$ cat src/hw/rtl/mips_subset_execute_unit_defines.svh
// Assertion macros used by the execute unit back end RTL.
`ifndef MIPS_SUBSET_EXECUTE_UNIT_DEFINES_SVH
`define MIPS_SUBSET_EXECUTE_UNIT_DEFINES_SVH
`ifndef ASSERT_OFF
`define MSX_ASSERT(lbl, prop, msg) \
    lbl: assert property (@(posedge i_clk) disable iff (!i_rst_n) prop) else $error(msg);
`define MSX_ASSERT_IMPL(lbl, ante, cons, msg) \
    lbl: assert property (@(posedge i_clk) disable iff (!i_rst_n) (ante) |-> (cons)) \
        else $error(msg);
`else
`define MSX_ASSERT(lbl, prop, msg)
`define MSX_ASSERT_IMPL(lbl, ante, cons, msg)
`endif
`endif

$ cat src/hw/rtl/msx_pkg.sv
// Types, encodings and sizes shared by the execute unit modules.
package msx_pkg;

    localparam int MEM_WORDS    = 1024;
    localparam int MEM_AW       = $clog2(MEM_WORDS);
    localparam int XLEN         = 32;
    localparam int REG_AW       = 5;
    localparam int NUM_REGS     = 32;
    localparam int ADDR_OUT_W   = 10;
    localparam int QUEUE_DEPTH  = 2;
    localparam int IN_TDATA_W   = 32;
    localparam int OUT_FIELDS_W = 1 + REG_AW + XLEN + 1 + ADDR_OUT_W + XLEN;
    localparam int OUT_TDATA_W  = ((OUT_FIELDS_W + 7) / 8) * 8;
    localparam int OUT_PAD_W    = OUT_TDATA_W - OUT_FIELDS_W;
    localparam int OUT_TUSER_W  = 2;

    localparam logic [5:0] OP_RTYPE = 6'd0;
    localparam logic [5:0] OP_ADDI  = 6'd8;
    localparam logic [5:0] OP_LW    = 6'd35;
    localparam logic [5:0] OP_SW    = 6'd43;

    localparam logic [5:0] FN_ADD = 6'd32;
    localparam logic [5:0] FN_SUB = 6'd34;
    localparam logic [5:0] FN_AND = 6'd36;
    localparam logic [5:0] FN_OR  = 6'd37;
    localparam logic [5:0] FN_SLT = 6'd42;

    typedef enum logic [1:0] {
        ST_OK      = 2'd0,
        ST_INVALID = 2'd1,
        ST_RANGE   = 2'd2
    } t_status;

    typedef enum logic [3:0] {
        K_ADD, K_SUB, K_AND, K_OR, K_SLT, K_ADDI, K_LW, K_SW, K_INVALID
    } t_kind;

    typedef struct packed {
        t_kind              kind;
        logic [REG_AW-1:0]  rs;
        logic [REG_AW-1:0]  rt;
        logic [REG_AW-1:0]  dest;
        logic [XLEN-1:0]    simm;
    } t_uop;

    typedef struct packed {
        t_status                  status;
        logic                     reg_written;
        logic [REG_AW-1:0]        reg_index;
        logic signed [XLEN-1:0]   reg_value;
        logic                     mem_written;
        logic [ADDR_OUT_W-1:0]    mem_addr;
        logic signed [XLEN-1:0]   mem_value;
    } t_result;

endpackage

$ cat src/hw/rtl/msx_front.sv
// Front end: input handshake and instruction decode into a micro-op.
module msx_front (
    input  logic                               i_tvalid,
    input  logic [msx_pkg::IN_TDATA_W-1:0]     i_tdata,
    input  logic                               i_queue_full,
    input  logic                               i_clearing,
    output logic                               o_tready,
    output logic                               o_push,
    output msx_pkg::t_uop                      o_uop
);
    import msx_pkg::*;

    logic [5:0] op;
    logic [5:0] fn;

    assign op       = i_tdata[31:26];
    assign fn       = i_tdata[5:0];
    assign o_tready = !i_queue_full && !i_clearing;
    assign o_push   = i_tvalid && o_tready;

    always_comb begin
        o_uop.rs   = i_tdata[25:21];
        o_uop.rt   = i_tdata[20:16];
        o_uop.dest = i_tdata[20:16];
        o_uop.simm = {{(XLEN - 16){i_tdata[15]}}, i_tdata[15:0]};
        o_uop.kind = K_INVALID;
        case (op)
            OP_RTYPE: begin
                o_uop.dest = i_tdata[15:11];
                case (fn)
                    FN_ADD:  o_uop.kind = K_ADD;
                    FN_SUB:  o_uop.kind = K_SUB;
                    FN_AND:  o_uop.kind = K_AND;
                    FN_OR:   o_uop.kind = K_OR;
                    FN_SLT:  o_uop.kind = K_SLT;
                    default: o_uop.kind = K_INVALID;
                endcase
            end
            OP_ADDI: o_uop.kind = K_ADDI;
            OP_LW:   o_uop.kind = K_LW;
            OP_SW:   o_uop.kind = K_SW;
            default: o_uop.kind = K_INVALID;
        endcase
    end

endmodule

$ cat config.mk
export PLATFORM = sky130hd
export DESIGN_NAME = msx_front
export DESIGN_NICKNAME = d
export VERILOG_FILES = /design/src/hw/rtl/mips_subset_execute_unit_defines.svh /design/src/hw/rtl/msx_pkg.sv /design/src/hw/rtl/msx_front.sv
export SDC_FILE = /design/constraint.sdc
export NUM_CORES = 1
export LEC_CHECK = 0
export BUFFER_PORTS_ARGS = -buffer_cell sky130_fd_sc_hd__buf_2
export CAP_MARGIN = 15
export CORE_AREA = 2 2 49 51
export DETAILED_ROUTE_END_ITERATION = 10
export DIE_AREA = 0 0 51 53
export GPL_ROUTABILITY_DRIVEN = 0
export GPL_TIMING_DRIVEN = 1
export PLACE_DENSITY = 0.89
export SETUP_SLACK_MARGIN = 0.4
export SYNTH_ARGS = -nofsm -noshare
export SYNTH_HDL_FRONTEND = slang
export SYNTH_SLANG_ARGS = --single-unit
$ cat constraint.sdc
create_clock -name vclk -period 1
set_clock_uncertainty 0.1 [all_clocks]
set_input_delay 0.15 -clock vclk [all_inputs]
set_output_delay 0.15 -clock vclk [all_outputs]
set_load 0.05 [all_outputs]
==> results of run 1 <==
-- where the power goes --
part           leakage [nW]  switching [mW]  internal, mW
Clock                     0               0             0
Sequential                0               0             0
Combinational         0.743           0.496         0.457
Total                 0.743           0.496         0.457
-- stage by stage --
step           total power, mW  setup TNS (ns)  instances  hold WS, ns  area [sq um]
2_1_floorplan           0.6052          -1.714         73       0.2546         659.4
3_3_place_gp            0.5781          -4.238        134       0.2006         772.0
3_5_place_dp            0.5843          -4.413        134       0.2006         772.0
4_1_cts                 0.8934          -3.782        138       0.2006          1436
5_1_grt                 0.9812          -4.311        141       0.2001          1551
6_report                0.9531          -3.935        141       0.2000          1551
-- worst max-delay path, stage by stage --
cell,delay (ns)
sky130_fd_sc_hd__buf_8,0.10
sky130_fd_sc_hd__nor3_4,0.30
sky130_fd_sc_hd__nand3b_4,0.18
sky130_fd_sc_hd__mux2_4,0.35
sky130_fd_sc_hd__buf_8,0.15
-- metal layers --
layer	up-vias	wire, um	track usage (%)
met5	-	0	0
met1	300	746	16.02
met3	6	234	3.107
met4	0	21	1.351
li1	288	-	-
met2	45	1369	33.55
-- synth_stat cells --
master                      instances  area share (%)
sky130_fd_sc_hd__nand2_1            1            0.64
sky130_fd_sc_hd__mux2_4             5              13
sky130_fd_sc_hd__a31oi_1            1             1.1
sky130_fd_sc_hd__o22ai_1            1             1.1
sky130_fd_sc_hd__nand2b_1           1             1.1
sky130_fd_sc_hd__and2_1             1             1.1
sky130_fd_sc_hd__nand3_1            2             1.7
sky130_fd_sc_hd__nor2_2             1             1.1
sky130_fd_sc_hd__o21ai_0            1            0.86
sky130_fd_sc_hd__nor3b_1            3             3.9
sky130_fd_sc_hd__or2_2              1             1.1
sky130_fd_sc_hd__nor3_4             1             2.8
sky130_fd_sc_hd__a21oi_1            3             2.6
sky130_fd_sc_hd__nand3b_4           1             3.4
sky130_fd_sc_hd__mux2i_1            1             1.7
sky130_fd_sc_hd__nor2_1             1            0.64
sky130_fd_sc_hd__a2bb2oi_1          1             1.5
sky130_fd_sc_hd__nor2b_1            1             1.1
sky130_fd_sc_hd__buf_4             42              54
sky130_fd_sc_hd__o211ai_1           1             1.3
sky130_fd_sc_hd__nor4bb_1           1             1.7
sky130_fd_sc_hd__and3b_1            1             1.5
sky130_fd_sc_hd__and3_2             1             1.3
-- cells by family after synthesis --
kind of cell / after synthesis / share of synthesized area, %
AOI/OAI and AO/OA: 8 / 8.370
buffers and inverters: 42 / 54.08
muxes: 6 / 14.59
and+or+nand+nor: 17 / 22.97
-- final cells by class --
type               instances  area share, %
repair buffers            82          71.94
multi-input cells         31          25.81
well taps                 28          2.258
-- worst paths after layout --
check	to	cells past startpoint	slack [ns]	start
setup / recovery	o_uop[36]	5	-0.48	i_tdata[26]
hold / removal	o_uop[7]	0	0.20	i_tdata[7]
-- repair_timing --
item / 4_1_cts / 5_1_grt
pin swaps: 5 / 5
gates resized for setup: 176 / 22
cloned: 2 / 0
endpoints found under the setup margin: 43 / 43
buffers inserted: 2 / 3
==> insert_results.sql, run 1 <==
INSERT INTO impl_metrics (metric_group, metric, value, unit) VALUES
('floorplanning', 'die-area', '2703', 'sq um'),
('final_layout', 'utilization', '72.22', '%'),
('final_layout', 'drive_above_1_share', '93.81', '%'),
('final_layout', 'num-clock-buffers', '0', ''),
('drt', 'viasPerCell', '4.532', ''),
('floorplanning', 'start_util', '27.14', '%'),
('sta', 'worst_slew_pin_slew', '0.2996', 'ns'),
('global_routing', 'antenna_found_initial', '0', ''),
('final_layout', 'area_growth_syn_to_layout', '166.1', '%'),
('sta', 'final.min_clock_period', '1.485', 'ns'),
('drt', 'drt_iter0_drc', '1', ''),
('floorplanning', 'dieWidth', '51', 'um'),
('setup_path', 'worstSetupStartpointType', 'input pin', ''),
('setup_path', 'cp.arrival', '1.23', 'ns'),
('yosys', 'syn-mean-instance-area', '7.987', 'sq um'),
('sta', 'timing.final.max_slew_violations', '0', ''),
('sta', 'layout_setup_ws', '-0.4850', 'ns'),
('sta', 'setup-violations-final', '9', ''),
('global_routing', 'grt_start_max_net_pins', '9', ''),
('run_status', 'outcome', 'finished with violations', ''),
('yosys', 'synth_warnings', '0', ''),
('placement', 'place.detailed.hpwl', '1219', 'um'),
('global_routing', 'groute.usage.overall', '15.78', '%'),
('setup_path', 'crit_path_max_fanout', '5', ''),
('drt', 'routed_wirelength', '2372', 'um'),
('sta', 'rsz0062_at_grt', 'yes', ''),
('final_layout', 'fillers', '133', ''),
('final_layout', 'nets', '150', ''),
('final_layout', 'layout_commonest_cell', 'sky130_fd_sc_hd__buf_8', ''),
('setup_path', 'criticalPathCategory', 'in -> out', ''),
('cts', 'postCtsHoldBufs', '0', ''),
('sta', 'timing.fmax', '673.4', 'MHz'),
('final_layout', 'multi_input_area', '400.4', 'sq um'),
('global_routing', 'grt_first_pass_wirelength', '3277', 'um'),
('yosys', 'netlist-cell-type-count', '23', ''),
('sta', 'finalCritPeriodShare', '148.5', '%'),
('floorplanning', 'fp-row-count', '17', ''),
('worst_hold_path', 'min-delay-path-class', 'in -> out', ''),
('final_layout', 'sequential_cell_area', '0', 'sq um'),
('yosys', 'netlist_instances', '73', ''),
('power_and_ir_drop', 'ir_worst_vdd', '0.3221', 'mV'),
('sta', 'hold_violations', '0', ''),
('drt', 'drc_errors', '0', ''),
('final_layout', 'layout.sequential_cells', '0', ''),
('sta', 'slew_hr', '79.96', '%'),
('drt', 'wl_per_cell', '16.82', 'um'),
('global_routing', 'grt_overflow', '0', ''),
('placement', 'place_ws', '-0.5370', 'ns'),
('drt', 'drt_pre_antenna_iters', '2', ''),
('final_layout', 'top_library_cells_by_usage_in_the_layout_fill_and_taps_aside', 'sky130_fd_sc_hd__buf_8 (42), sky130_fd_sc_hd__buf_6 (16), sky130_fd_sc_hd__buf_12 (11), sky130_fd_sc_hd__buf_4 (8)', ''),
('drt', 'detailed_route_via_count', '639', ''),
('placement', 'port_buffers', '68', ''),
('floorplanning', 'floorplan.core_area', '2148', 'sq um'),
('power_and_ir_drop', 'p_leak', '0.7426', 'nW'),
('drt', 'ant_nets', '0', ''),
('run', 'max-cap-violations', '0', ''),
('yosys', 'synth.yosys.seq_area_share', '0', '%'),
('setup_path', 'end_kind', 'primary output', ''),
('yosys', 'mappedNetlistNets', '108', ''),
('final_layout', 'diodes', '0', ''),
('power_and_ir_drop', 'cellPowerDensity', '614.3', 'nW/um^2'),
('floorplanning', 'floorplan.die.height', '53', 'um'),
('global_routing', 'grt_pass1_vias', '643', ''),
('yosys', 'cell_area_after_synthesis', '583.1', 'sq um'),
('floorplanning', 'io_pins', '88', ''),
('run_status', 'violations', 'negative setup slack', ''),
('setup_path', 'timing.critical_path.required', '0.75', 'ns');
(Power assumes the default switching activity.)
==> inputs of run 2 (changes only) <==
--- a/config.mk
+++ b/config.mk
@@ -7,12 +7,14 @@
 export LEC_CHECK = 0
 export BUFFER_PORTS_ARGS = -buffer_cell sky130_fd_sc_hd__buf_2
 export CAP_MARGIN = 15
-export CORE_AREA = 2 2 49 51
+export CELL_PAD_IN_SITES_DETAIL_PLACEMENT = 0
+export CELL_PAD_IN_SITES_GLOBAL_PLACEMENT = 1
+export CORE_AREA = 2 2 89 48
 export DETAILED_ROUTE_END_ITERATION = 10
-export DIE_AREA = 0 0 51 53
+export DIE_AREA = 0 0 91 50
 export GPL_ROUTABILITY_DRIVEN = 0
 export GPL_TIMING_DRIVEN = 1
-export PLACE_DENSITY = 0.89
+export PLACE_DENSITY = 0.83
 export SETUP_SLACK_MARGIN = 0.4
 export SYNTH_ARGS = -nofsm -noshare
 export SYNTH_HDL_FRONTEND = slang
==> insert_results.sql, run 2 (synthesis gave the netlist of run 1 again) <==
INSERT INTO impl_metrics (metric_group, metric, value, unit) VALUES
('final_layout', 'utilization', '43.75', '%'),
('drt', 'wl_per_cell', '13.64', 'um'),
('floorplanning', 'die-area', '4550', 'sq um'),
('floorplanning', 'fp-row-count', '16', ''),
('power_and_ir_drop', 'cellPowerDensity', '592.6', 'nW/um^2'),
('setup_path', 'cell_with_the_largest_stage_delay_on_the_worst_path', 'sky130_fd_sc_hd__mux2_4', ''),
('final_layout', 'drive_above_1_share', '93.97', '%'),
('worst_hold_path', 'holdPathStages', '0', ''),
('setup_path', 'crit_chain', 'buf_6 > nor3_4 > nand3b_4 > mux2_4 > buf_8', ''),
('floorplanning', 'floorplan.die.height', '50', 'um'),
('global_routing', 'groute.usage.overall', '9.285', '%'),
('final_layout', 'finalNonFillerCells', '170', ''),
('floorplanning', 'io_pins', '88', ''),
('floorplanning', 'floorplan.core_area', '3764', 'sq um'),
('sta', 'hold_violations', '0', ''),
('final_layout', 'layout.sequential_cells', '0', ''),
('setup_path', 'critical_path.max_stage_delay', '0.34', 'ns'),
('final_layout', 'num-clock-buffers', '0', ''),
('setup_path', 'end_kind', 'primary output', ''),
('worst_hold_path', 'worst_hold_path.endpoint', 'o_uop[10]', ''),
('sta', 'slew_hr', '81.56', '%'),
('power_and_ir_drop', 'p_leak', '0.7687', 'nW'),
('final_layout', 'nets', '153', ''),
('global_routing', 'antenna_found_initial', '0', ''),
('run', 'max-cap-violations', '0', ''),
('drt', 'routed_wirelength', '2318', 'um'),
('final_layout', 'top_library_cells_by_usage_in_the_layout_fill_and_taps_aside', 'sky130_fd_sc_hd__buf_8 (38), sky130_fd_sc_hd__buf_12 (16), sky130_fd_sc_hd__buf_6 (16), sky130_fd_sc_hd__buf_4 (10)', ''),
('global_routing', 'grt_pass1_vias', '658', ''),
('run_status', 'violations', 'negative setup slack', ''),
('sta', 'worst_slew_pin_slew', '0.2690', 'ns'),
('drt', 'drt_iter0_drc', '7', ''),
('global_routing', 'grt_start_max_net_pins', '9', ''),
('sta', 'timing.final.max_slew_violations', '0', ''),
('worst_hold_path', 'min-delay-path-class', 'in -> out', ''),
('placement', 'place.detailed.instances', '162', ''),
('drt', 'detailed_route_via_count', '615', ''),
('sta', 'timing.fmax', '690.4', 'MHz'),
('placement', 'port_buffers', '68', ''),
('sta', 'layout_setup_ws', '-0.4484', 'ns'),
('global_routing', 'grt_first_pass_wirelength', '3443', 'um'),
('placement', 'place.detailed.hpwl', '1310', 'um'),
('setup_path', 'criticalPathCategory', 'in -> out', ''),
('final_layout', 'sequential_cell_area', '0', 'sq um'),
('final_layout', 'layout_commonest_cell', 'sky130_fd_sc_hd__buf_8', ''),
('placement', 'placed_area', '819.5', 'sq um'),
('final_layout', 'diodes', '0', ''),
('power_and_ir_drop', 'ir_worst_vdd', '0.1620', 'mV'),
('setup_path', 'timing.critical_path.required', '0.75', 'ns'),
('final_layout', 'stdcell_area', '1647', 'sq um'),
('sta', 'finalCritPeriodShare', '144.8', '%'),
('sta', 'setup-violations-final', '9', ''),
('worst_hold_path', 'holdCritStartpoint', 'i_tdata[10]', ''),
('sta', 'setup_total_negative_slack', '-3.721', 'ns'),
('sta', 'final.min_clock_period', '1.448', 'ns'),
('final_layout', 'area_growth_syn_to_layout', '182.4', '%'),
('drt', 'ant_nets', '0', ''),
('global_routing', 'grt_overflow', '0', ''),
('setup_path', 'worstSetupStartpointType', 'input pin', ''),
('sta', 'rsz0062_at_grt', 'yes', ''),
('drt', 'drc_errors', '0', ''),
('setup_path', 'crit_path_max_fanout', '5', ''),
('floorplanning', 'start_util', '15.49', '%'),
('floorplanning', 'dieWidth', '91', 'um'),
('run_status', 'outcome', 'finished with violations', ''),
('drt', 'drt_pre_antenna_iters', '4', ''),
('setup_path', 'cp.arrival', '1.20', 'ns'),
('drt', 'viasPerCell', '3.618', '');
[run 2: cell count changes in the layout (fill, tap and decap cells not counted), sizes merged]
| cell | change |
|---|---|
| buf | +3 |
[run 2: how the worst max path moves through the flow]
| stage | slack (ns) | cells after the start | to | from |
|---|---|---|---|---|
| after floorplan | -0.21 | 3 | o_uop[47] | i_tdata[27] |
| after global placement | -0.50 | 5 | o_uop[36] | i_tdata[27] |
| after detailed placement | -0.52 | 5 | o_uop[36] | i_tdata[27] |
| after CTS | -0.44 | 5 | o_uop[36] | i_tdata[31] |
| after global routing | -0.49 | 5 | o_uop[32] | i_tdata[26] |
| final | -0.45 | 5 | o_uop[36] | i_tdata[26] |
[run 2: area by class of cell]
class / instances / area [sq um]
timing repair buffer: 85 / 1171
fill: 342 / 2117
multi-input combinational: 31 / 407.9
tap: 54 / 67.56
[run 2: worst max-delay path, delay by kind of cell]
family | cells | cell delay, ns
AND/OR/NAND/NOR | 2 | 0.45
buffers and inverters | 2 | 0.25
multiplexers | 1 | 0.34
[run 2: what timing repair did]
action	4_1_cts	5_1_grt
gates cloned	2	0
buffers inserted	4	2
hold buffers	0	0
endpoints found under the setup margin	43	43
resized for setup	185	19
pin swaps	9	6
[run 2: layer usage]
metal / track usage (%) / vias to the layer above / wire length [um]
li1: - / 296 / -
met5: 0 / - / 0
met3: 0.1529 / 0 / 39
met2: 19.75 / 4 / 1487
met1: 10.51 / 315 / 791
met4: 1.515 / 0 / 0
[run 2: report_power, final]
group,switching [mW],leakage [nW],internal [mW],total [mW]
combinational,0.499,0.769,0.477,0.976
sequential,0,0,0,0
clock,0,0,0,0
[run 2: per-stage QoR]
step / total power [mW] / hold slack, ns / worst slack [ns]
2_1_floorplan: 0.6052 / 0.2546 / -0.2124
3_3_place_gp: 0.5915 / 0.2003 / -0.5024
3_5_place_dp: 0.5900 / 0.2003 / -0.5190
4_1_cts: 0.9269 / 0.2003 / -0.4430
5_1_grt: 1.003 / 0.2001 / -0.4898
6_report: 0.9758 / 0.2000 / -0.4484
