File: config.mk
export PLATFORM = sky130hd
export DESIGN_NAME = msx_queue
export DESIGN_NICKNAME = d
export VERILOG_FILES = /design/src/hw/rtl/mips_subset_execute_unit_defines.svh /design/src/hw/rtl/msx_pkg.sv /design/src/hw/rtl/msx_queue.sv
export SDC_FILE = /design/constraint.sdc
export NUM_CORES = 1
export LEC_CHECK = 0
export BUFFER_PORTS_ARGS = -buffer_cell sky130_fd_sc_hd__buf_2
export CAP_MARGIN = 15
export CORE_ASPECT_RATIO = 1.4
export CORE_MARGIN = 5
export CORE_UTILIZATION = 55
export CTS_BUF_LIST = sky130_fd_sc_hd__clkbuf_16
export DETAILED_ROUTE_END_ITERATION = 10
export HOLD_SLACK_MARGIN = 0.08
export PLACE_DENSITY_LB_ADDON = 0.3
export SETUP_SLACK_MARGIN = 0.3
export SLEW_MARGIN = 5
export SYNTH_ARGS = -nofsm -noshare
export SYNTH_HDL_FRONTEND = slang
export SYNTH_SLANG_ARGS = --single-unit
File: constraint.sdc
create_clock -name i_clk -period 6 [get_ports i_clk]
set_clock_uncertainty 0.05 [all_clocks]
set_input_delay 0.9 -clock i_clk [delete_from_list [all_inputs] [get_ports i_clk]]
set_output_delay 0.9 -clock i_clk [all_outputs]
set_load 0.05 [all_outputs]
File: src/hw/rtl/mips_subset_execute_unit_defines.svh
// Assertion macros used by the execute unit back end RTL.
`ifndef MIPS_SUBSET_EXECUTE_UNIT_DEFINES_SVH
`define MIPS_SUBSET_EXECUTE_UNIT_DEFINES_SVH
`ifndef ASSERT_OFF
`define MSX_ASSERT(lbl, prop, msg) \
    lbl: assert property (@(posedge i_clk) disable iff (!i_rst_n) prop) else $error(msg);
`define MSX_ASSERT_IMPL(lbl, ante, cons, msg) \
    lbl: assert property (@(posedge i_clk) disable iff (!i_rst_n) (ante) |-> (cons)) \
        else $error(msg);
`else
`define MSX_ASSERT(lbl, prop, msg)
`define MSX_ASSERT_IMPL(lbl, ante, cons, msg)
`endif
`endif

File: src/hw/rtl/msx_pkg.sv
// Types, encodings and sizes shared by the execute unit modules.
package msx_pkg;

    localparam int MEM_WORDS    = 1024;
    localparam int MEM_AW       = $clog2(MEM_WORDS);
    localparam int XLEN         = 32;
    localparam int REG_AW       = 5;
    localparam int NUM_REGS     = 32;
    localparam int ADDR_OUT_W   = 10;
    localparam int QUEUE_DEPTH  = 2;
    localparam int IN_TDATA_W   = 32;
    localparam int OUT_FIELDS_W = 1 + REG_AW + XLEN + 1 + ADDR_OUT_W + XLEN;
    localparam int OUT_TDATA_W  = ((OUT_FIELDS_W + 7) / 8) * 8;
    localparam int OUT_PAD_W    = OUT_TDATA_W - OUT_FIELDS_W;
    localparam int OUT_TUSER_W  = 2;

    localparam logic [5:0] OP_RTYPE = 6'd0;
    localparam logic [5:0] OP_ADDI  = 6'd8;
    localparam logic [5:0] OP_LW    = 6'd35;
    localparam logic [5:0] OP_SW    = 6'd43;

    localparam logic [5:0] FN_ADD = 6'd32;
    localparam logic [5:0] FN_SUB = 6'd34;
    localparam logic [5:0] FN_AND = 6'd36;
    localparam logic [5:0] FN_OR  = 6'd37;
    localparam logic [5:0] FN_SLT = 6'd42;

    typedef enum logic [1:0] {
        ST_OK      = 2'd0,
        ST_INVALID = 2'd1,
        ST_RANGE   = 2'd2
    } t_status;

    typedef enum logic [3:0] {
        K_ADD, K_SUB, K_AND, K_OR, K_SLT, K_ADDI, K_LW, K_SW, K_INVALID
    } t_kind;

    typedef struct packed {
        t_kind              kind;
        logic [REG_AW-1:0]  rs;
        logic [REG_AW-1:0]  rt;
        logic [REG_AW-1:0]  dest;
        logic [XLEN-1:0]    simm;
    } t_uop;

    typedef struct packed {
        t_status                  status;
        logic                     reg_written;
        logic [REG_AW-1:0]        reg_index;
        logic signed [XLEN-1:0]   reg_value;
        logic                     mem_written;
        logic [ADDR_OUT_W-1:0]    mem_addr;
        logic signed [XLEN-1:0]   mem_value;
    } t_result;

endpackage

File: src/hw/rtl/msx_queue.sv
// Small FIFO of decoded micro-ops between the front and back ends.
module msx_queue (
    input  logic          i_clk,
    input  logic          i_rst_n,
    input  logic          i_push,
    input  msx_pkg::t_uop i_uop,
    input  logic          i_pop,
    output logic          o_full,
    output logic          o_valid,
    output msx_pkg::t_uop o_uop
);
    import msx_pkg::*;

    localparam int PTR_W = (QUEUE_DEPTH > 1) ? $clog2(QUEUE_DEPTH) : 1;
    localparam int CNT_W = $clog2(QUEUE_DEPTH + 1);

    t_uop             r_entry [QUEUE_DEPTH];
    logic [PTR_W-1:0] r_wr_ptr;
    logic [PTR_W-1:0] r_rd_ptr;
    logic [CNT_W-1:0] r_count;
    logic [PTR_W-1:0] n_wr_ptr;
    logic [PTR_W-1:0] n_rd_ptr;
    logic [CNT_W-1:0] n_count;
    logic             do_push;
    logic             do_pop;

    assign o_full  = (r_count == CNT_W'(QUEUE_DEPTH));
    assign o_valid = (r_count != '0);
    assign o_uop   = r_entry[r_rd_ptr];
    assign do_push = i_push && !o_full;
    assign do_pop  = i_pop && o_valid;

    always_comb begin
        n_wr_ptr = r_wr_ptr;
        n_rd_ptr = r_rd_ptr;
        n_count  = r_count;
        if (do_push) begin
            n_wr_ptr = (r_wr_ptr == PTR_W'(QUEUE_DEPTH - 1)) ? '0 : r_wr_ptr + 1'b1;
        end
        if (do_pop) begin
            n_rd_ptr = (r_rd_ptr == PTR_W'(QUEUE_DEPTH - 1)) ? '0 : r_rd_ptr + 1'b1;
        end
        if (do_push && !do_pop) begin
            n_count = r_count + 1'b1;
        end else if (do_pop && !do_push) begin
            n_count = r_count - 1'b1;
        end
    end

    always_ff @(posedge i_clk) begin
        if (!i_rst_n) begin
            r_wr_ptr <= '0;
            r_rd_ptr <= '0;
            r_count  <= '0;
        end else begin
            r_wr_ptr <= n_wr_ptr;
            r_rd_ptr <= n_rd_ptr;
            r_count  <= n_count;
        end
    end

    always_ff @(posedge i_clk) begin
        if (do_push) begin
            r_entry[r_wr_ptr] <= i_uop;
        end
    end

endmodule

==> results of run 1 <==
layer usage:
layer,routed length (um),vias to the layer above,part of all wire,global-route usage
li1,-,949,-,-
met1,2480,971,0.37,0.165
met2,3620,71,0.54,0.275
met3,406,11,0.061,0.0443
met4,142,0,0.021,0.0700
met5,0,-,0,0
layout by cell type, fill, tap and decap left out:
cell	count
a21boi_1	1
and3_2	1
inv_6	2
edfxtp_1	102
buf_4	4
or3_1	1
buf_2	107
nand2b_1	1
clkbuf_16	9
or2_2	1
xor2_1	1
dfxtp_1	4
o21ai_1	1
clkinv_2	1
clkinv_4	1
nor2_1	1
and2_1	3
xnor2_1	2
dfxtp_2	1
ha_1	1
inv_2	1
o21a_1	1
inv_1	2
nor3_4	1
clkinvlp_4	1
mux2_2	51
a21boi_0	1
o21ai_0	1
sequential cells by signal, summed over array words and instances (netlist names), named ones only:
name	count
r_rd_ptr	1
r_entry	102
r_wr_ptr	1
r_count	2
cell families (layout without fill, tap and decap cells):
kind of cell,after synthesis,in the layout,synth area share
flops,107,107,0.810
mux,51,51,0.147
simple gates,9,9,0.0147
buf+inv,8,128,0.00961
compound gates,5,5,0.00833
xor+xnor,3,3,0.00673
fa+ha+maj,1,1,0.00320
layout make-up:
cell class,instances,area (um2)
Sequential cell,107,3160
Inverter,2,7.51
Multi-Input combinational cell,69,711
Fill cell,494,2100
Clock inverter,6,42.5
Timing Repair Buffer,111,566
Clock buffer,9,225
Tap cell,95,119
per-stage QoR:
| step | cell area [um2] | utilization |
|---|---|---|
| 2_1_floorplan | 3900 | - |
| 3_3_place_gp | 4570 | 0.658 |
| 3_5_place_dp | 4570 | 0.658 |
| 4_1_cts | 4830 | 0.697 |
| 5_1_grt | 4830 | 0.697 |
| 6_report | 4830 | 0.697 |
worst paths after layout:
check        cells after the start                       end                     from  slack (ns)
max                              3                 o_uop[43]                 register        2.95
min                              2   r_count[1]$_SDFFE_PN0P_  r_count[1]$_SDFFE_PN0P_        0.52
max reg2reg                      3  r_entry[1][29]$_DFFE_PP_  r_count[0]$_SDFFE_PN0P_        3.95
min reg2reg                      2   r_count[1]$_SDFFE_PN0P_  r_count[1]$_SDFFE_PN0P_        0.52
power by group through the flow:
stage	combinational, mW	clock [mW]	sequential, mW
floorplan	0.700	0	0.979
CTS	0.860	0.535	0.994
finish	0.850	0.519	0.992
global route	0.891	0.569	1.00
global placement	0.851	0	1.00
detailed placement	0.858	0	1.01
worst max-delay path: cells and delay by family (launching register included):
family / cells / cell delay, ns
flops: 1 / 0.73
buf+inv: 2 / 0.64
mux: 1 / 0.38
==> summary.md, run 1 <==
For the standby leakage power, the log shows 1.82 nW. In this run the standard cell core region covers 6940 um2. From synthesis to final layout, the design area changed by 23.8%. The final clock period utilization by the worst path is 0.509, and the arrival time of data at the critical path endpoint is 2.10 ns. For this run, the slowest stage of the critical path takes 0.73 ns. Buffers inserted during clock tree synthesis total 9. After detailed routing, the number of vias per cell comes to 5.02.

The critical path goes through buf_4 > mux2_2 > buf_2. The most frequently used flop master after synthesis is edfxtp_1. The final hold violation count is 0.

By startpoint and endpoint, the worst setup path is classified as reg2out. The proportion of synthesized flip-flops having asynchronous set or reset came out at 0. For the number of core rows, the log shows 36. TritonCTS built the clock tree.

The antenna diode instance count came out at 0. The post-layout minimum cycle time was 3.05 ns; the timing-limited maximum frequency was 327 MHz. At the placement stage, the worst setup path has a slack of 3.26 ns. The tightest min-delay check is of the reg2reg type. Yosys printed 0 warnings.

The worst-skew pair later-pin latency is 0.33 ns, and the total number of H-tree levels is 3. The number of antenna violations at the first check in global routing is 0. The area fraction of the dominant cell type after synthesis is 0.785.

After synthesis the cells add up to 3900 um2. Initial standard-cell utilization of the core: 0.563. The worst path meets setup with 2.95 ns of slack. The logs give 0.000335 V for the maximum VDD drop and 2.36 mW for the sum of internal, switching and leakage power.

For this design the total switching power over the nets is 898 uW. For this block, the initial DRC count from the detailed router was 91. The post-detailed-route wirelength per cell was 16.7 um; the worst slew slack as a fraction of its limit was 0.583. For the total number of nets in the final design, the log shows 356.

Clock transition at the register clock pins on the worst setup and hold paths after CTS: 0.06 ns. In this run the deepest clock path goes through 2 buffers. The first detailed-routing pass ran for 4 iterations. For the worst setup path, the data required time is 5.05 ns. After clock tree synthesis, the repair step resized 0 gates.

Fraction of power consumed by combinational cells: 0.360. The tools report the sequential share of power as 0.420. The proportion of layout cells with a drive suffix above 1 works out to 0.595. The switching share of power was 0.380. The flow ran to the end, and the final reports show no timing, DRC or antenna violations.

The total count of max-transition violations in the final report was 0; the peak fanout along the critical path was 27. The tools report the count of unique library cells instantiated by Yosys as 21. Final hold analysis gives a worst-case slack of 0.521 ns. Actual transition at the worst max-transition pin: 0.626 ns.

The tree built by TritonCTS fans out to 107 sinks. The synthesized design contains 107 register bits. In the synthesized netlist, the cells that appear most often are edfxtp_1, mux2_2, buf_2. Summed over all layers, the global routing overflow is 0.

By instance count, the leading cell after synthesis is edfxtp_1. The tools report the post-CTS setup buffer count as 0. The number of hold buffers added after CTS was 0. The number of enable flip-flop cells after synthesis was 102. The worst setup path is launched from a register.

The power density over the cells is 488 nW/um2. 108 I/O pins were placed. In the post-synthesis netlist, the biggest area contributors are edfxtp_1, mux2_2, dfxtp_1.

The aggregate global-route resource usage was 0.153. For this block, the routed nets add up to 6.65 mm of wire. The tools report the via count of the first global-routing pass as 2,154.

Once detail routing completed, the nets flagged for antenna violations numbered 0. For this run, design rule violations remaining after detail routing come to 0. The first global-routing pass estimated 9.78 mm of wire.

Number of placed instances, taps included: 384. The routed layout has 2,002 vias. The average size of a mapped cell is 21.2 um2, and the HPWL after detailed placement is 4.63 mm. The internal portion of the total power is 1.46 mW.

Setup violations remaining at the end of the flow were counted as 0. The cell at the root of the clock tree was clkbuf_16. The die area was 8910 um2.

Among all stages on the critical path, the largest delay is contributed by dfxtp_2. The total negative slack for setup checks was 0 ns; the maximum number of pins on one net before global-route repair was 28. The type of destination of the critical path was an output pin. The congestion estimate from routability-driven global placement came to 0.683.

Setup repair after global routing left no endpoint under its margin. The share of power burned in the clock network was 0.220; the count of port buffers added during placement was 107. After the flow finishes, the layout carries non-filler instances totaling 399. For the number of standard cells after synthesis, the log shows 184. Measured along the x axis, the die boundary spans 81.2 um.

Across the run, the number of max-cap violations was 0. The portion of the post-synthesis area used by sequential elements came out at 0.810. The number of nets handed over by synthesis was 240. The floorplan step set the die height to 110 um. Summed over all instances, the cell type with the most area after synthesis is edfxtp_1.
Note: power is estimated with default switching activity, not from simulation.
==> run 2: changes to the inputs <==
--- a/config.mk
+++ b/config.mk
@@ -5,11 +5,12 @@
 export SDC_FILE = /design/constraint.sdc
 export NUM_CORES = 1
 export LEC_CHECK = 0
+export ABC_AREA = 1
 export BUFFER_PORTS_ARGS = -buffer_cell sky130_fd_sc_hd__buf_2
 export CAP_MARGIN = 15
 export CORE_ASPECT_RATIO = 1.4
 export CORE_MARGIN = 5
-export CORE_UTILIZATION = 55
+export CORE_UTILIZATION = 47
 export CTS_BUF_LIST = sky130_fd_sc_hd__clkbuf_16
 export DETAILED_ROUTE_END_ITERATION = 10
 export HOLD_SLACK_MARGIN = 0.08
==> constraint.sdc (replaced) <==
create_clock -name i_clk -period 2.7 [get_ports i_clk]
set_clock_uncertainty 0.05 [all_clocks]
set_input_delay 0.405 -clock i_clk [delete_from_list [all_inputs] [get_ports i_clk]]
set_output_delay 0.405 -clock i_clk [all_outputs]
set_load 0.05 [all_outputs]
==> summary.md, run 2 <==
The run finished with clean final reports. For the final hold violation count, the log shows 0 (unchanged). The synthesized design spends more area on one cell type than any other, namely edfxtp_1. The run gives 0.124 (-0.0290) as the aggregate global-route resource usage. Derived from the worst setup path, the maximum achievable clock frequency is 456 MHz. The routed wire length was 6.48 mm (-2.5%); the DRC violations left was 0 (unchanged). The portion of the post-synthesis area used by sequential elements is 0.756 (-0.0538). The tools report the initial standard-cell utilization of the core as 0.483 (-0.0798).

In the final layout, the registers with the most flip-flops are r_entry x102, r_count x2. Setup repair after global routing left no endpoint under its margin. The count of nets left with antenna violations after detail routing was 0 (unchanged); the total negative slack for setup checks was 0 ns (unchanged).

The die area came out at 10,900 um2 (+22%). The post-detailed-route wirelength per cell is 15.3 um (-8.2%), and the total number of nets in the final design is 370 (+3.9%). The peak fanout along the critical path was 19 (-30%). The worst setup path is launched from a register. Number of buffers added by the clock tree synthesis step: 9 (unchanged). Walking the worst path, the cells encountered are buf_4 > mux2_4 > buf_2. The power density over the cells was 1020 nW/um2 (+110%); the antenna diode instance count was 0 (unchanged).

The clock transition at the register clock pins on the worst setup and hold paths after CTS is 0.06 ns (about the same), and the number of standard cells after synthesis is 196 (+6.5%). The total count of max-transition violations in the final report was 0 (unchanged). The final clock period utilization by the worst path is 0.811, and the standby leakage power is 2.04 nW (+12%). The tools report the maximum number of pins on one net before global-route repair as 29 (+3.6%). The type of destination of the critical path is an output pin. The area fraction of the dominant cell type after synthesis came out at 0.732 (-0.0521).

The top-level port count is 108 (unchanged), and the number of resized instances in the post-cts repair step is 0 (unchanged). The number of antenna violations at the first check in global routing is 0 (unchanged), and the hold-fix buffer count after cts is 0 (unchanged). The actual transition at the worst max-transition pin came out at 0.376 ns (-0.250 ns). Worst-skew pair later-pin latency: 0.33 ns (about the same).

The highest cell delay on the worst timing path was 0.57 ns (-0.16 ns); the number of setup violations in the final report was 0 (unchanged). The number of core rows came out at 40 (+11%). The average size of a mapped cell is 21.3 um2 (+0.56%). Cell with the biggest individual delay on the critical path: dfxtp_4. The relative area change from synthesis to final layout was 21.2%. The most frequently used flop master after synthesis was edfxtp_1.

The maximum clock path buffer count was 2 (unchanged). Post-layout minimum cycle time: 2.19 ns. The library cell used most frequently in the layout, excluding fill and tap cells, is buf_2. The via count is 2,043 (+2.0%). The number of violations of the max-capacitance limit is 0 (unchanged), and the net count after synthesis is 252 (+5.0%). The post-synthesis register bit count was 107 (unchanged). The height of the chip is 122 um (+11%). Count of unique library cells instantiated by Yosys: 16 (-24%). Yosys instantiated no cell more often than edfxtp_1. The number of vias per cell came out at 4.82 (-4.0%). For the count of warnings emitted by yosys, the log shows 0 (unchanged). The core footprint came out at 8660 um2 (+25%). The critical path in this run is classified as reg2out. For the total global routing overflow, the log shows 0 (unchanged). The run gives 108 (+19%) as the first-iteration detailed-routing DRC count. The netlist area before placement is 4180 um2 (+7.1%). The number of enable flip-flop cells after synthesis is 102 (unchanged), and the proportion of synthesized flip-flops having asynchronous set or reset is 0 (unchanged).

Maximum VDD drop: 0.000630 V (+88%). Arrival time of data at the critical path endpoint: 1.74 ns (-0.36 ns). The tools report the post-CTS setup buffer count as 0 (unchanged). The cell sitting at the root of the clock tree is a clkbuf_16.

For the first-pass iteration count of the detailed router, the log shows 4 (unchanged). The end-of-flow core utilization was 0.585 (-0.112). The flip-flop count of the largest register, all copies and words added was 102 (unchanged). The run gives 10.4 mm (+6.1%) as the wire length of the first global-routing pass. The routability-driven placement congestion ratio is 0.691 (+1.3%).

The worst slew slack as a fraction of its limit is 0.750 (+0.167). TritonCTS built the clock tree. The proportion of layout cells with a drive suffix above 1 works out to 0.558 (-0.0374). By count the netlist is led by edfxtp_1, mux2_4, nor2_1. Leaving out fill and tap cells, the most frequent cells in the layout are buf_2, edfxtp_1, mux2_4. The count of port buffers added during placement works out to 107 (unchanged). The die extent in x is 89.7 um (+10%).

The HPWL after detailed placement is 4.66 mm (+0.72%), and the total clock sinks is 107 (unchanged). The sum of internal, switching and leakage power came out at 5.18 mW (+120%). Ranked by total cell area, the synthesized netlist is headed by edfxtp_1, mux2_4, buf_12. The min-delay analysis places its worst path in the category in2reg. The tools report the via count of the first global-routing pass as 2,243 (+4.1%). The register ranked first by flip-flop count is r_entry. The logs give 3 (unchanged) for the total number of H-tree levels and 2.25 ns (-2.80 ns) for the required time of the worst setup path.
[run 2: cell type report]
class / count / area [um2]
Inverter: 8 / 30.0
Timing Repair Buffer: 113 / 593
Tap cell: 105 / 131
Multi-Input combinational cell: 75 / 892
Clock inverter: 7 / 27.5
Fill cell: 690 / 3590
Clock buffer: 9 / 225
Sequential cell: 107 / 3170
[run 2: cells by family (layout without fill, tap and decap cells)]
group,after synthesis,after routing,synth area share
buffers and inverters,14,137,0.0338
flip-flops,107,107,0.756
AND/OR/NAND/NOR,18,18,0.0171
AO/OA/AOI/OAI,5,5,0.00748
adder cells (fa/ha/maj),1,1,0.00299
multiplexers,51,51,0.182
[run 2: worst paths after layout]
| kind | startpoint | end | slack, ns | cells after the start |
|---|---|---|---|---|
| setup / recovery | register | o_uop[44] | 0.51 | 3 |
| hold / removal | i_uop[2] | r_entry[1][2]$_DFFE_PP_ | 0.21 | 1 |
| setup reg to reg | r_count[1]$_SDFFE_PN0P_ | r_count[1]$_SDFFE_PN0P_ | 1.08 | 9 |
| hold reg to reg | r_rd_ptr$_SDFFE_PN0P_ | r_rd_ptr$_SDFFE_PN0P_ | 0.45 | 2 |
[run 2: stage by stage]
step / setup WS [ns] / instance area, um2 / cells / hold slack [ns]
floorplan: -0.439 / 4180 / 196 / 0.417
global placement: 0.854 / 4810 / 408 / 0.430
detailed placement: 0.841 / 4810 / 408 / 0.443
CTS: 0.468 / 5070 / 424 / 0.185
global route: 0.421 / 5070 / 424 / 0.190
finish: 0.509 / 5070 / 424 / 0.206
[run 2: where the power goes]
group / internal, mW / total, mW / switching [mW]
sequential: 2.10 / 2.21 / 0.108
combinational: 0.607 / 1.87 / 1.27
clock: 0.603 / 1.09 / 0.491
total: 3.31 / 5.18 / 1.87
[run 2: layer usage]
| layer | global-route usage | part of all wire | up-vias |
|---|---|---|---|
| met4 | 0.0737 | 0.023 | 0 |
| li1 | - | - | 984 |
| met3 | 0.0383 | 0.061 | 8 |
| met5 | 0 | 0 | - |
| met2 | 0.233 | 0.58 | 55 |
| met1 | 0.118 | 0.34 | 996 |
[run 2: worst max-delay path, delay by kind of cell, from the launching register on]
family	cells	cell delay [ns]
DFF	1	0.57
buffers and inverters	2	0.51
muxes	1	0.31
